===== src/hw/rtl/ape_pkg.sv =====
// Package of the peak envelope LED unit: sizes, codes, job and state types.
// No dependencies.
package ape_pkg;

   localparam int HISTORY_DEPTH  = 512;
   localparam int SILENCE_FRAMES = 75;

   localparam int HIST_ADDR_W = $clog2(HISTORY_DEPTH);
   localparam int HIST_CNT_W  = $clog2(HISTORY_DEPTH + 1);
   localparam int SIL_W       = $clog2(SILENCE_FRAMES + 1);
   localparam int CALC_W      = HIST_CNT_W + 10;

   localparam int DIV_NUM_W = 42;
   localparam int DIV_DEN_W = 32;
   localparam int DIV_CNT_W = $clog2(DIV_NUM_W);

   localparam int CSR_IDX_W = 3;
   localparam int CSR_DAT_W = 16;

   localparam logic [1:0] OP_SAMPLE = 2'd0;
   localparam logic [1:0] OP_TICK   = 2'd1;
   localparam logic [1:0] OP_CLEAR  = 2'd2;
   localparam logic [1:0] OP_UNUSED = 2'd3;

   localparam logic [CSR_IDX_W-1:0] REG_THRESHOLD = 3'd0;
   localparam logic [CSR_IDX_W-1:0] REG_LATENCY   = 3'd1;
   localparam logic [CSR_IDX_W-1:0] REG_ATTACK    = 3'd2;
   localparam logic [CSR_IDX_W-1:0] REG_DECAY     = 3'd3;
   localparam logic [CSR_IDX_W-1:0] REG_SPARE     = 3'd5;

   localparam logic [13:0] THRESHOLD_RESET = 14'h38F8;
   localparam logic [15:0] ATTACK_RESET    = 16'd39322;
   localparam logic [15:0] DECAY_RESET     = 16'd3604;

   localparam logic [15:0] PEAK_MAX   = 16'd32768;
   localparam logic [16:0] LOG_SCALE  = 17'd105218;
   localparam logic [15:0] ENV_FLOOR  = 16'd33;
   localparam logic [15:0] THR_CAP    = 16'd65470;
   localparam logic [14:0] LOOP_MS    = 15'd20000;
   localparam logic [14:0] PHASE_MAX  = 15'd19999;

   // The threshold is (off * 4096 + 187) / 375 and the hue blend is
   // ((2 * prod + 65536 * 20000) >> 22) / 625, both by reciprocal multiplication.
   localparam logic [24:0] THR_ROUND = 25'd187;
   localparam logic [25:0] THR_RECIP = 26'd45812985;
   localparam logic [40:0] X_BIAS    = 41'd1310720000;
   localparam logic [18:0] X_RECIP   = 19'd429497;

   typedef struct packed {
      logic        is_clear;
      logic        audio;
      logic [15:0] peak;
      logic [14:0] phase;
   } ape_job_type;

   typedef enum logic [3:0] {
      ST_IDLE,
      ST_LOG,
      ST_SCALE_MUL,
      ST_SCALE,
      ST_ENV_MUL,
      ST_ENV,
      ST_WRITE,
      ST_READ,
      ST_THR_START,
      ST_THR_WAIT,
      ST_V_START,
      ST_V_WAIT,
      ST_X_MUL,
      ST_X_START,
      ST_X_WAIT,
      ST_EMIT
   } ape_state_type;

endpackage


===== src/hw/rtl/ape_fifo.sv =====
// Two-entry job queue between the front end and the frame engine.
// Depends on ape_pkg.
module ape_fifo (
   input  logic                 clock,
   input  logic                 reset,
   input  logic                 push,
   input  ape_pkg::ape_job_type push_job,
   input  logic                 pop,
   output ape_pkg::ape_job_type head_job,
   output logic                 full,
   output logic                 empty
);
   import ape_pkg::*;

   ape_job_type mem_ff [2];
   logic        wr_ff;
   logic        rd_ff;
   logic [1:0]  cnt_ff;

   always_ff @(posedge clock) begin
      if (reset) begin
         wr_ff  <= 1'b0;
         rd_ff  <= 1'b0;
         cnt_ff <= '0;
      end else begin
         if (push) wr_ff <= ~wr_ff;
         if (pop) rd_ff <= ~rd_ff;
         cnt_ff <= cnt_ff + 2'(push) - 2'(pop);
      end
   end

   always_ff @(posedge clock) begin
      if (push) mem_ff[wr_ff] <= push_job;
   end

   assign head_job = mem_ff[rd_ff];
   assign full     = cnt_ff == 2'd2;
   assign empty    = cnt_ff == 2'd0;
endmodule


===== config.mk =====
export PLATFORM = sky130hd
export DESIGN_NAME = ape_fifo
export DESIGN_NICKNAME = d
export VERILOG_FILES = /design/src/hw/rtl/ape_pkg.sv /design/src/hw/rtl/ape_fifo.sv
export SDC_FILE = /design/constraint.sdc
export NUM_CORES = 1
export LEC_CHECK = 0
export BUFFER_PORTS_ARGS = -buffer_cell sky130_fd_sc_hd__clkbuf_2
export CORE_ASPECT_RATIO = 0.6
export CORE_MARGIN = 8
export CORE_UTILIZATION = 50
export DETAILED_ROUTE_END_ITERATION = 8
export PLACE_DENSITY = 0.81
export REMOVE_ABC_BUFFERS = 1
export SLEW_MARGIN = 20
export SYNTH_ARGS = -nofsm -noshare
export SYNTH_HDL_FRONTEND = slang
export SYNTH_SLANG_ARGS = --single-unit

===== constraint.sdc =====
create_clock -name clock -period 4.84 [get_ports clock]
set_input_delay 0.484 -clock clock [delete_from_list [all_inputs] [get_ports clock]]
set_output_delay 0.484 -clock clock [all_outputs]
set_load 0.01 [all_outputs]

==> metrics.md <==
| Metric | Value |
|---|---|
| Largest family of logic cells by synthesized area | `multiplexers` |
| Crit path depth | `2` |
| IO Port Bufs | `71` |
| Post-Synthesis Cells | `124` |
| Synth Area in XOR/XNOR | `1.45%` |
| Worst setup EP type | `output port` |
| Total Routed Length | `4.68 mm` |
| Gpl congestion | `~0.64` |
| Slew @ Worst Pin | `1.09 ns` |
| R2r worst-path depth | `1` |
| RSZ-0062 raised after global routing | `no` |
| Antenna cells | `0` |
| Final Hold Viols | `0` |
| Yosys reg bits | `71` |
| Synth-to-layout area growth | `19.7%` |
| Final setup fails | `0` |
| Hold WS | `~0.33 ns` |
| Hold Path Class | `in2reg` |
| Peak VDD IR | `roughly 0.27 mV` |
| Max-cap viol count | `0` |
| Yosys cell types | `13` |
| Adder-Cell Fraction of Synth Area | `0.909%` |
| Ranking of synthesized cells by area | `edfxtp_1 (72%), mux2_4 (16%), dfxtp_1 (3.6%), buf_12 (2.2%), mux2_2 (1.2%)` |
| Share of cells above drive strength 1 | `57.5%` |
| Initial antenna violation count | `0` |
| Global-route wire length before repair | `around 7 mm` |
| Post-synthesis sequential area ratio | `approximately three quarters` |
| # fillers | `roughly 420` |
| Wire per inst | `17.0 um` |
| Leakage power | `1.34 nW` |
| Nets@finish | `roughly 240` |
| Core ar. | `0.00544 mm2` |
| Die span in x | `112 um` |
| Worst endpoint required time | `4.36 ns` |
| Top-area cell type share of the netlist area | `a little under three quarters` |
| Final Skew | `0.00644 ns` |
| DRC Markers | `0` |
| Post-synthesis mux area share | `17.6%` |
| Die area | `0.00822 mm2` |
| Detailed placement HPWL | `3.16 mm` |
| Ports | `approximately 70` |
| Post-DRT Antenna Nets | `0` |
| Worst Setup Start Kind | `flop` |
| CP Cell Sequence | `mux2_2 -> clkbuf_2` |
| Fmax | `412 MHz` |
| Critical path's top delay family | `flip-flops` |
| Max incr delay on CP | `1.05 ns` |
| Clk slew on worst S/H paths | `0.07 ns` |
| WHS Path Cells | `1` |
| Worst slew margin | `27.6%` |
| Synthesized area per cell | `22.2 um2` |
| TritonCTS Buffers | `9` |
| Cell taking the most area after synthesis | `edfxtp_1` |
| Clk_lat worst skew | `0.33 ns` |
| Non-filler instance count after layout | `276` |
| Vias in the first global route | `1,407` |
| Compound-Gate Fraction of Synth Area | `0%` |
| H-tree Lvls | `3` |
| Dpl cells | `260` |
| Final Max Tran Viols | `0` |
| Initial core utilization | `50.6%` |
| Vias | `1,331` |
| CTS tree | `built` |
| DRT Pass-1 Iters | `4` |
| CTS max path bufs | `2` |
| Hold Buf Count CTS | `0` |
| Synth Area in Simple Gates | `1.59%` |
| Largest net degree at the start of global routing | `34` |
| Post-layout util | `60.6%` |
| Critical path class | `reg2out` |
| Grt ovf | `0` |
| Starting DRT DRC Count | `47` |
| Slowest cell on the critical path | `dfxtp_2` |
| PD cells | `397 mW/mm2` |
| Critical path buffers and inverters | `1` |
| Synthesis Warnings | `0` |
| Std cell rows | `21` |
| Setup TNS | `0 ns` |
| Fin crit share | `50.2%` |
| All-Layer GR Usage | `between 10% and 20%` |
| Die Ht | `73.5 um` |
| CTS Root Cell | `clkbuf_8` |
| Mapped cell area | `0.00275 mm2` |
| Cells resized by post-CTS repair | `0` |
| Post-CTS Setup Inserts | `0` |
| Crit-path max FO | `33` |
| Clock sinks | `71` |
| FF-to-FF setup slack | `3.32 ns` |
| Crit path DAT | `1.94 ns` |
| Fin crit period | `around 2.4 ns` |
| Status | `finished clean` |
| Vias per cell | `4.82` |
[area by class of cell]
class | instances | area [um2] | area share [%]
Multi-Input combinational cell | 47 | 602 | 18.3
Inverter | 2 | 7.51 | 0.228
Sequential cell | 71 | 2080 | 63.2
Clock inverter | 2 | 10.0 | 0.304
Tap cell | 69 | 86.3 | 2.62
Clock buffer | 14 | 153 | 4.63
Timing Repair Buffer | 71 | 355 | 10.8
[cell usage after synthesis]
cell and n:
edfxtp_1 66, mux2_4 30, dfxtp_1 5, nor2_1 5
buf_12 3, mux2_2 3, nor2b_1 3, ha_1 2
inv_1 2, xnor2_1 2, and2_1 1, buf_6 1
xnor3_1 1
[final timing paths]
path	startpoint	endpoint
max reg2reg	wr_ff	mem_ff[0][31]
min	push_job[27]	mem_ff[1][27]
min reg2reg	rd_ff	rd_ff
max	flop	head_job[1]
[layer usage]
metal / part of all wire, % / track usage [%] / vias to the layer above
met4: 0.79 / 5.41 / 0
met1: 45 / 12.6 / 636
li1: - / - / 631
met5: 0 / 0 / -
met3: 11 / 8.12 / 5
met2: 43 / 17.2 / 59
[flip-flops by register name, indices dropped and copies added, names as in the netlist, named ones only]
name / flops
wr_ff: 1
cnt_ff: 2
rd_ff: 1
mem_ff: 66
[power by group]
group          switching [mW]  total, mW  internal (mW)
Combinational          0.0729      0.168         0.0951
Sequential             0.0272      0.743          0.716
Clock                   0.198      0.397          0.199
[cells by family (layout without fill, tap and decap cells)]
logic type,Yosys count,after routing
xor+xnor,3,3
simple gates,9,9
buf+inv,6,89
fa+ha+maj,2,2
flops,71,71
mux,33,33
[placed cells by master, fill, tap and decap left out, types with 3 or more instances in the layout]
cell type,instances
nor2_1,5
edfxtp_1,66
mux2_4,30
dfxtp_1,4
clkbuf_8,10
clkbuf_2,71
clkbuf_1,4
mux2_2,3
[metrics by stage]
stage / power, mW / setup slack [ns] / cell area, um2
6_report: 1.31 / 2.41 / 3300
4_1_cts: 1.33 / 2.35 / 3300
3_5_place_dp: 0.929 / 2.73 / 3130
3_3_place_gp: 0.922 / 2.76 / 3130
5_1_grt: 1.37 / 2.30 / 3300
2_1_floorplan: 0.856 / 2.44 / 2680
Power figures use the tool's default switching activity.
