### config.mk
export PLATFORM = sky130hd
export DESIGN_NAME = ape_front_flat
export DESIGN_NICKNAME = d
export VERILOG_FILES = /design/src/hw/rtl/ape_pkg.sv /design/src/hw/rtl/ape_if.sv /design/src/hw/rtl/ape_front.sv /design/src/flat_wrapper.sv
export SDC_FILE = /design/constraint.sdc
export NUM_CORES = 1
export LEC_CHECK = 0
export BUFFER_PORTS_ARGS = -buffer_cell sky130_fd_sc_hd__clkbuf_2
export CAP_MARGIN = 25
export CORE_AREA = 3 3 66 68
export CTS_CLUSTER_DIAMETER = 40
export DETAILED_ROUTE_END_ITERATION = 10
export DIE_AREA = 0 0 69 71
export PLACE_DENSITY = 0.89
export SLEW_MARGIN = 20
export SYNTH_ARGS = -nofsm -noshare
export SYNTH_HDL_FRONTEND = slang
export SYNTH_SLANG_ARGS = --single-unit
### constraint.sdc
create_clock -name clock -period 4.7 [get_ports clock]
set_clock_uncertainty 0.05 [all_clocks]
set_input_delay 0.47 -clock clock [delete_from_list [all_inputs] [get_ports clock]]
set_output_delay 0.47 -clock clock [all_outputs]
set_load 0.005 [all_outputs]
### src/hw/rtl/ape_pkg.sv
// Package of the peak envelope LED unit: sizes, codes, job and state types.
// No dependencies.
package ape_pkg;

   localparam int HISTORY_DEPTH  = 512;
   localparam int SILENCE_FRAMES = 75;

   localparam int HIST_ADDR_W = $clog2(HISTORY_DEPTH);
   localparam int HIST_CNT_W  = $clog2(HISTORY_DEPTH + 1);
   localparam int SIL_W       = $clog2(SILENCE_FRAMES + 1);
   localparam int CALC_W      = HIST_CNT_W + 10;

   localparam int DIV_NUM_W = 42;
   localparam int DIV_DEN_W = 32;
   localparam int DIV_CNT_W = $clog2(DIV_NUM_W);

   localparam int CSR_IDX_W = 3;
   localparam int CSR_DAT_W = 16;

   localparam logic [1:0] OP_SAMPLE = 2'd0;
   localparam logic [1:0] OP_TICK   = 2'd1;
   localparam logic [1:0] OP_CLEAR  = 2'd2;
   localparam logic [1:0] OP_UNUSED = 2'd3;

   localparam logic [CSR_IDX_W-1:0] REG_THRESHOLD = 3'd0;
   localparam logic [CSR_IDX_W-1:0] REG_LATENCY   = 3'd1;
   localparam logic [CSR_IDX_W-1:0] REG_ATTACK    = 3'd2;
   localparam logic [CSR_IDX_W-1:0] REG_DECAY     = 3'd3;
   localparam logic [CSR_IDX_W-1:0] REG_SPARE     = 3'd5;

   localparam logic [13:0] THRESHOLD_RESET = 14'h38F8;
   localparam logic [15:0] ATTACK_RESET    = 16'd39322;
   localparam logic [15:0] DECAY_RESET     = 16'd3604;

   localparam logic [15:0] PEAK_MAX   = 16'd32768;
   localparam logic [16:0] LOG_SCALE  = 17'd105218;
   localparam logic [15:0] ENV_FLOOR  = 16'd33;
   localparam logic [15:0] THR_CAP    = 16'd65470;
   localparam logic [14:0] LOOP_MS    = 15'd20000;
   localparam logic [14:0] PHASE_MAX  = 15'd19999;

   // The threshold is (off * 4096 + 187) / 375 and the hue blend is
   // ((2 * prod + 65536 * 20000) >> 22) / 625, both by reciprocal multiplication.
   localparam logic [24:0] THR_ROUND = 25'd187;
   localparam logic [25:0] THR_RECIP = 26'd45812985;
   localparam logic [40:0] X_BIAS    = 41'd1310720000;
   localparam logic [18:0] X_RECIP   = 19'd429497;

   typedef struct packed {
      logic        is_clear;
      logic        audio;
      logic [15:0] peak;
      logic [14:0] phase;
   } ape_job_type;

   typedef enum logic [3:0] {
      ST_IDLE,
      ST_LOG,
      ST_SCALE_MUL,
      ST_SCALE,
      ST_ENV_MUL,
      ST_ENV,
      ST_WRITE,
      ST_READ,
      ST_THR_START,
      ST_THR_WAIT,
      ST_V_START,
      ST_V_WAIT,
      ST_X_MUL,
      ST_X_START,
      ST_X_WAIT,
      ST_EMIT
   } ape_state_type;

endpackage

### src/hw/rtl/ape_if.sv
// Channel interfaces of the peak envelope LED unit: request, response and CSR write.
// Depends on ape_pkg.
interface ape_req_if;
   import ape_pkg::*;
   logic               valid;
   logic               ready;
   logic [1:0]         op;
   logic signed [15:0] sample;
   logic [14:0]        color_phase_ms;
   modport source (output valid, op, sample, color_phase_ms, input ready);
   modport sink (input valid, op, sample, color_phase_ms, output ready);
endinterface


### src/hw/rtl/ape_front.sv
// Front end: takes request transactions, tracks peak and silence, queues frame jobs.
// Depends on ape_pkg and ape_if.
module ape_front (
   input  logic                 clock,
   input  logic                 reset,
   ape_req_if.sink              req,
   input  logic                 q_full,
   output logic                 q_push,
   output ape_pkg::ape_job_type q_job
);
   import ape_pkg::*;

   logic [15:0]      peak_ff;
   logic [SIL_W-1:0] sil_ff;
   logic             accept;
   logic [15:0]      mag;
   logic             audio;

   always_comb begin
      accept = req.valid && req.ready;
      mag    = req.sample[15] ? 16'(~req.sample + 16'sd1) : 16'(req.sample);
      audio  = sil_ff < SIL_W'(SILENCE_FRAMES);
      q_push = accept && (req.op == OP_TICK || req.op == OP_CLEAR);
      q_job.is_clear = req.op == OP_CLEAR;
      q_job.audio    = audio;
      q_job.peak     = peak_ff;
      q_job.phase    = req.color_phase_ms;
   end

   assign req.ready = !q_full;

   always_ff @(posedge clock) begin
      if (reset) begin
         peak_ff <= '0;
         sil_ff  <= SIL_W'(SILENCE_FRAMES);
      end else if (accept) begin
         case (req.op)
            OP_SAMPLE: begin
               if (mag > peak_ff) peak_ff <= mag;
               sil_ff <= '0;
            end
            OP_TICK: begin
               peak_ff <= '0;
               if (audio) sil_ff <= sil_ff + 1'b1;
            end
            default: begin
            end
         endcase
      end
   end
endmodule

### src/flat_wrapper.sv
// flat-port wrapper written by rule: the top's interface ports become plain ports
module ape_front_flat import ape_pkg::*;
  (clock, reset, q_full, q_push, q_job, req_valid, req_op, req_sample, req_color_phase_ms, req_ready);
  ape_req_if req_i ();
  input  logic clock;
  input  logic reset;
  input  logic q_full;
  output logic q_push;
  output ape_pkg::ape_job_type q_job;
  input wire logic [$bits(req_i.valid)-1:0] req_valid;
  input wire logic [$bits(req_i.op)-1:0] req_op;
  input wire logic [$bits(req_i.sample)-1:0] req_sample;
  input wire logic [$bits(req_i.color_phase_ms)-1:0] req_color_phase_ms;
  output wire logic [$bits(req_i.ready)-1:0] req_ready;
  assign req_i.valid = req_valid;
  assign req_i.op = req_op;
  assign req_i.sample = req_sample;
  assign req_i.color_phase_ms = req_color_phase_ms;
  assign req_ready = req_i.ready;
  ape_front u_core (.clock(clock), .reset(reset), .req(req_i), .q_full(q_full), .q_push(q_push), .q_job(q_job));
endmodule
==> results of run 1 <==
cells in the mapped netlist (all sizes together):
cell / instances
inv: 29
dfxtp: 23
ha: 21
buf: 17
nand2: 15
o21ai: 12
o31ai: 11
xor2: 9
o311ai: 8
o32ai: 8
xnor2: 7
a21oi: 6
nor2: 6
nand4: 5
nand2b: 4
nand3: 4
nor2b: 4
clkbuf: 3
o211ai: 3
or3: 3
or4: 3
a41oi: 2
and4bb: 2
nor3: 2
o41ai: 2
a211o: 1
a211oi: 1
a21boi: 1
a21o: 1
and2: 1
and3: 1
nor4: 1
nor4b: 1
o311a: 1
o41a: 1
or2: 1
how the worst max path moves through the flow:
stage | to | start | cells after the start
after floorplan | u_core.peak_ff[13] | req_sample[6] | 12
after global placement | u_core.peak_ff[13] | req_sample[4] | 12
after detailed placement | u_core.peak_ff[10] | req_sample[4] | 12
after CTS | u_core.peak_ff[10] | req_sample[4] | 12
after global routing | u_core.peak_ff[11] | req_sample[4] | 13
final | u_core.peak_ff[11] | req_sample[4] | 13
area by class of cell:
type	count	area share, %
Multi-Input combinational cell	148	56.41
Sequential cell	23	22.59
Timing Repair Buffer	42	10.31
Inverter	29	5.341
Tap cell	50	3.069
Clock buffer	3	2.026
Clock inverter	1	0.2455
cells by family (layout without fill, tap and decap cells):
group | count (synthesis) | after routing
compound gates | 58 | 58
xor+xnor | 16 | 16
fa+ha+maj | 21 | 21
buf+inv | 49 | 75
flops | 23 | 23
simple gates | 53 | 53
power groups by stage:
| stage | sequential, mW | combinational (mW) | clock (mW) |
|---|---|---|---|
| after floorplan | 0.207 | 0.0874 | 0 |
| after global placement | 0.207 | 0.108 | 0 |
| after detailed placement | 0.207 | 0.112 | 0 |
| after CTS | 0.203 | 0.113 | 0.127 |
| after global routing | 0.203 | 0.130 | 0.137 |
| final | 0.203 | 0.113 | 0.126 |
flip-flops by register name, summed over array words and instances (netlist names):
register        count
u_core.sil_ff       7
u_core.peak_ff     16
routing by layer:
| layer | track usage [%] | routed length [um] | share of wire (%) | vias to the layer above |
|---|---|---|---|---|
| li1 | - | - | - | 842 |
| met1 | 21.03 | 1703 | 42 | 743 |
| met2 | 29.45 | 2047 | 50 | 58 |
| met3 | 2.841 | 236 | 5.8 | 11 |
| met4 | 6.725 | 76 | 1.9 | 0 |
| met5 | 0 | 0 | 0 | - |
critical path: stages:
cell	delay [ps]
clkbuf_2	110
or4_4	530
or3_4	400
o41a_1	420
xnor2_2	170
inv_1	60
ha_1	280
nand4_1	160
nor4_1	570
a41oi_1	440
o31ai_1	330
clkbuf_2	270
o32ai_1	90
==> metrics.cfg, run 1 <==
[outcome]
status = complete, no violations

[cells_and_area]
final_cell_count_no_fill = 296
final_layout_size_suffix_gt1_share_pct = 22.36
n_antenna_cell = 0
final_cell_mix = clkbuf_2, inv_1, dfxtp_1, ha_1, nand2_1
ff_latch_area_sq_um = 460.4
nFillCells = 399
layout_commonest_cell = clkbuf_2
final_area_sq_um = 2038
final_core_util_pct = 52.08
multiInputGateArea_sq_um = 1150
area_delta_synth_final_pct = 9.697
final_nets = 305

[power]
switching_share_pct = 30.85
pwr-share-clk_pct = 28.5
p_sw_mw = 0.1362
peakVddDrop_v = 0.00009760
p_total_mw = 0.4415
power.density_nw_per_um2 = 216.6
leakagePower_nw = 0.8717
power_frac_seq_pct = 45.9
combPwrFrac_pct = 25.6
p_int_mw = 0.3053

[placed_design]
dpl.cell_count = 291
preCtsSetupSlack_ps = 215.9
place_congestion = 0.8877
port_buffers = 41
dp_hpwl_um = 3281
postPlaceCellArea_sq_um = 1987

[routing]
first_pass_iters = 4
avgRoutedWirePerCell_um = 13.73
ant_nets = 0
drc = 0
dr_total_vias = 1654
drt-initial-drc-count = 73
wl_um = 4064
avgViaCountPerCell = 5.588

[logic_synthesis]
yosys.area_share.simple_pct = 16.36
synth.top_cell.area_share_pct = 24.78
synth-compound-area-share_pct = 23.43
ys_seq_elements = 23
synth_cell_types = 42
synth_area_leaders = dfxtp_1, ha_1, buf_4, inv_1, o31ai_1
yosysSeqAreaShare_pct = 24.78
synth.area.mux_share_pct = 0
syn-cell-area_sq_um = 1858
yosysTopAreaCell = dfxtp_1
yosysWarnings = 0
synth_fa_ha_area_share_pct = 14.14
synth_xor_area_share_pct = 7.946
syn_area_per_cell_sq_um = 8.446
synth_top_family_by_area = compound AO/OA/AOI/OAI gates
syn_nets = 278
netlist_instances = 220

[setup_path]
reg2reg_from = u_core.peak_ff[15]
cp-end-kind = register
worst-endpoint-arrival_ps = 4320
r2r_slack_ps = 1920
path_class = in -> reg
r2r_end = u_core.peak_ff[11]
startpoint_type = input port
crit_required_ps = 4800
crit_fanout = 9
reg2reg_depth = 8

[sta]
max_freq_mhz = 236.9
relSlewSlack_pct = 53.96
slew_viol_final = 0
tightest_slew_ps = 684.8
tns_ps = 0
setup_viol = 0
period_share_pct = 89.81
timing.hold.ws_ps = 446.1
rsz0062_at_grt = false
fin_crit_ps = 4221
fin_ws_ps = 479.1
hold_viol = 0

[run]
drv_cap = 0

[cts]
clock_latency_ps = 270
postCtsHoldBufs = 0
cts_tree = done
cts_sinks = 23
clockBufferDepth = 2
cts-root-buf = clkbuf_8
clkTransAtPathRegs_ps = 80
ctsResizeCount = 0
post_cts_buffers = 0
cts_buffers = 3
cts-htree-levels = 1

[global_routing]
grt_pass1_vias = 1603
grt_util_all_layers_pct = 16.99
grt_antenna_before_repair = 0
grt_max_degree = 18
grt_pass1_wl_um = 7003
overflow = 0

[floorplanning]
core_sq_um = 3914
die-height_um = 71
rows = 23
ioPinCount = 72
dieArea_sq_um = 4899
chipWidth_um = 69
initial_core_util_pct = 47.47

[hold_path]
hold_class = reg -> reg
hold_start = u_core.peak_ff[5]
hold_end = u_core.peak_ff[5]
holdPathStages = 2

Note: power is estimated with default switching activity, not from simulation.
==> inputs of run 2 (changes only) <==
--- a/config.mk
+++ b/config.mk
@@ -7,11 +7,11 @@
 export LEC_CHECK = 0
 export BUFFER_PORTS_ARGS = -buffer_cell sky130_fd_sc_hd__clkbuf_2
 export CAP_MARGIN = 25
-export CORE_AREA = 3 3 66 68
+export CORE_AREA = 3 3 77 65
 export CTS_CLUSTER_DIAMETER = 40
 export DETAILED_ROUTE_END_ITERATION = 10
-export DIE_AREA = 0 0 69 71
-export PLACE_DENSITY = 0.89
+export DIE_AREA = 0 0 80 68
+export PLACE_DENSITY = 0.85
 export SLEW_MARGIN = 20
 export SYNTH_ARGS = -nofsm -noshare
 export SYNTH_HDL_FRONTEND = slang
==> constraint.sdc (replaced) <==
create_clock -name clock -period 3.7 [get_ports clock]
set_clock_uncertainty 0.05 [all_clocks]
set_input_delay 0.37 -clock clock [delete_from_list [all_inputs] [get_ports clock]]
set_output_delay 0.37 -clock clock [all_outputs]
set_load 0.005 [all_outputs]
==> run 2 against run 1 <==
Against the previous run:
- via count increased by 12%
- power increased by 40%
- utilization increased by 4.9 points
- critical path depth increased by 1
- first-iteration DRC count increased by 53%
- sequential cell count unchanged
- routed wire length increased by 26%
- combinational power increased by 72%
- die area increased by 11%
- worst hold slack got worse by 64 ps
- largest cell class unchanged
- highest routed layer unchanged
==> metrics.cfg, run 2 (same netlist as run 1, synthesis figures left out) <==
[outcome]
status = complete, no violations

[routing]
avgRoutedWirePerCell_um = 15.54
dr_total_vias = 1846
drt-initial-drc-count = 112
first_pass_iters = 4
ant_nets = 0
drc = 0
avgViaCountPerCell = 5.611
wl_um = 5112

[global_routing]
overflow = 0
grt_antenna_before_repair = 0
grt_util_all_layers_pct = 17.80
grt_max_degree = 18
grt_pass1_vias = 1665
grt_pass1_wl_um = 7624

[cells_and_area]
reg_top3 = u_core.peak_ff x16, u_core.sil_ff x7
ff_latch_area_sq_um = 460.4
max_flop_register = u_core.peak_ff
layout_commonest_cell = clkbuf_2
final_cell_mix = clkbuf_2, inv_1, dfxtp_1, buf_4, ha_1
largest_register_ffs = 16
nFillCells = 381
multiInputGateArea_sq_um = 1271
final_nets = 331
area_delta_synth_final_pct = 29.02
final_layout_size_suffix_gt1_share_pct = 33.82
n_antenna_cell = 0

[setup_path]
path_class = in -> reg
startpoint_type = input port
path_cells = buf_6 -> or4_4 -> or3_4 -> o41a_1 -> xnor2_2 -> inv_1 -> ha_4 -> nand4_1 -> buf_4 -> nor2_1 -> a211o_1 -> o311a_4 -> buf_8 -> o32ai_1
cp-end-kind = register
crit_family = compound AO/OA/AOI/OAI gates
cp_num_buf_inv = 4
critPathMaxStageDelay_ps = 530
crit_fanout = 8
crit_required_ps = 3840
cpMaxStageDelayCell = or4_4
worst-endpoint-arrival_ps = 3760

[cts]
clock_latency_ps = 270
clockBufferDepth = 2
postCtsHoldBufs = 0
cts-root-buf = clkbuf_8
cts_tree = done
cts_buffers = 3
clkTransAtPathRegs_ps = 90
cts_sinks = 23
cts-htree-levels = 1

[sta]
timing.hold.ws_ps = 382.2
tightest_slew_ps = 502.1
slew_viol_final = 0
setup_viol = 0
fin_crit_ps = 3627
max_freq_mhz = 275.7
hold_viol = 0
relSlewSlack_pct = 66.06
rsz0062_at_grt = true
fin_ws_ps = 73.39
tns_ps = 0
period_share_pct = 98.02

[hold_path]
hold_class = in -> reg

[floorplanning]
die-height_um = 68
ioPinCount = 72
chipWidth_um = 80
core_sq_um = 4204
initial_core_util_pct = 44.20
rows = 21
dieArea_sq_um = 5440

[power]
leakagePower_nw = 1.033
peakVddDrop_v = 0.0001700
power.density_nw_per_um2 = 257.2

[placed_design]
dp_hpwl_um = 3634
port_buffers = 41
preCtsSetupSlack_ps = -298.7
place_congestion = 0.8743

[run]
drv_cap = 0

run 2: cell count changes in the layout (fill, tap and decap cells not counted), sizes merged:
cell    previous run  this run
buf                0        28
clkbuf            45        44
clkinv             1         0
run 2: power by group:
group	switching (mW)	internal, mW	total (mW)
Sequential	0.00507	0.253	0.258
Clock	0.0872	0.0771	0.164
Combinational	0.106	0.0878	0.194
run 2: cell type report:
type / instances / area share (%)
inverters: 29 / 4.541
repair buffers: 68 / 18.37
clock buffers: 4 / 1.879
well taps: 57 / 2.975
multi-input cells: 148 / 53.03
flip-flops and latches: 23 / 19.21
run 2: tightest hold or removal path: stages:
cell,delay (ps)
clkbuf_2,110
xnor2_2,80
o32ai_1,100
run 2: what timing repair did:
action                     4_1_cts  5_1_grt
setup buffers                    0        8
resized for setup                1       24
pin swaps                        0        5
setup endpoints to repair        1       16
run 2: stage by stage:
stage	utilization [%]	instances	cell area [sq um]	power (mW)
after floorplan	-	220	1877	0.3761
after global placement	51.31	317	2157	0.4236
after detailed placement	51.31	317	2157	0.4289
after CTS	52.59	321	2211	0.5897
after global routing	57.02	329	2397	0.6500
final	57.02	329	2397	0.6166
run 2: path summary, 6_finish.rpt:
| kind | end | cells after the start | start | slack (ps) |
|---|---|---|---|---|
| setup / recovery | u_core.peak_ff[14] | 14 | req_sample[6] | 70 |
| hold / removal | u_core.peak_ff[14] | 3 | req_sample[14] | 380 |
| setup reg to reg | u_core.peak_ff[14] | 9 | u_core.peak_ff[15] | 1350 |
| hold reg to reg | u_core.peak_ff[1] | 2 | u_core.peak_ff[1] | 460 |
run 2: layer usage:
metal / wire length, um / vias to the layer above / global-route usage, %
li1: - / 895 / -
met1: 2444 / 885 / 24.05
met2: 2303 / 56 / 28.82
met3: 287 / 10 / 4.474
met4: 76 / 0 / 3.797
met5: 0 / - / 0
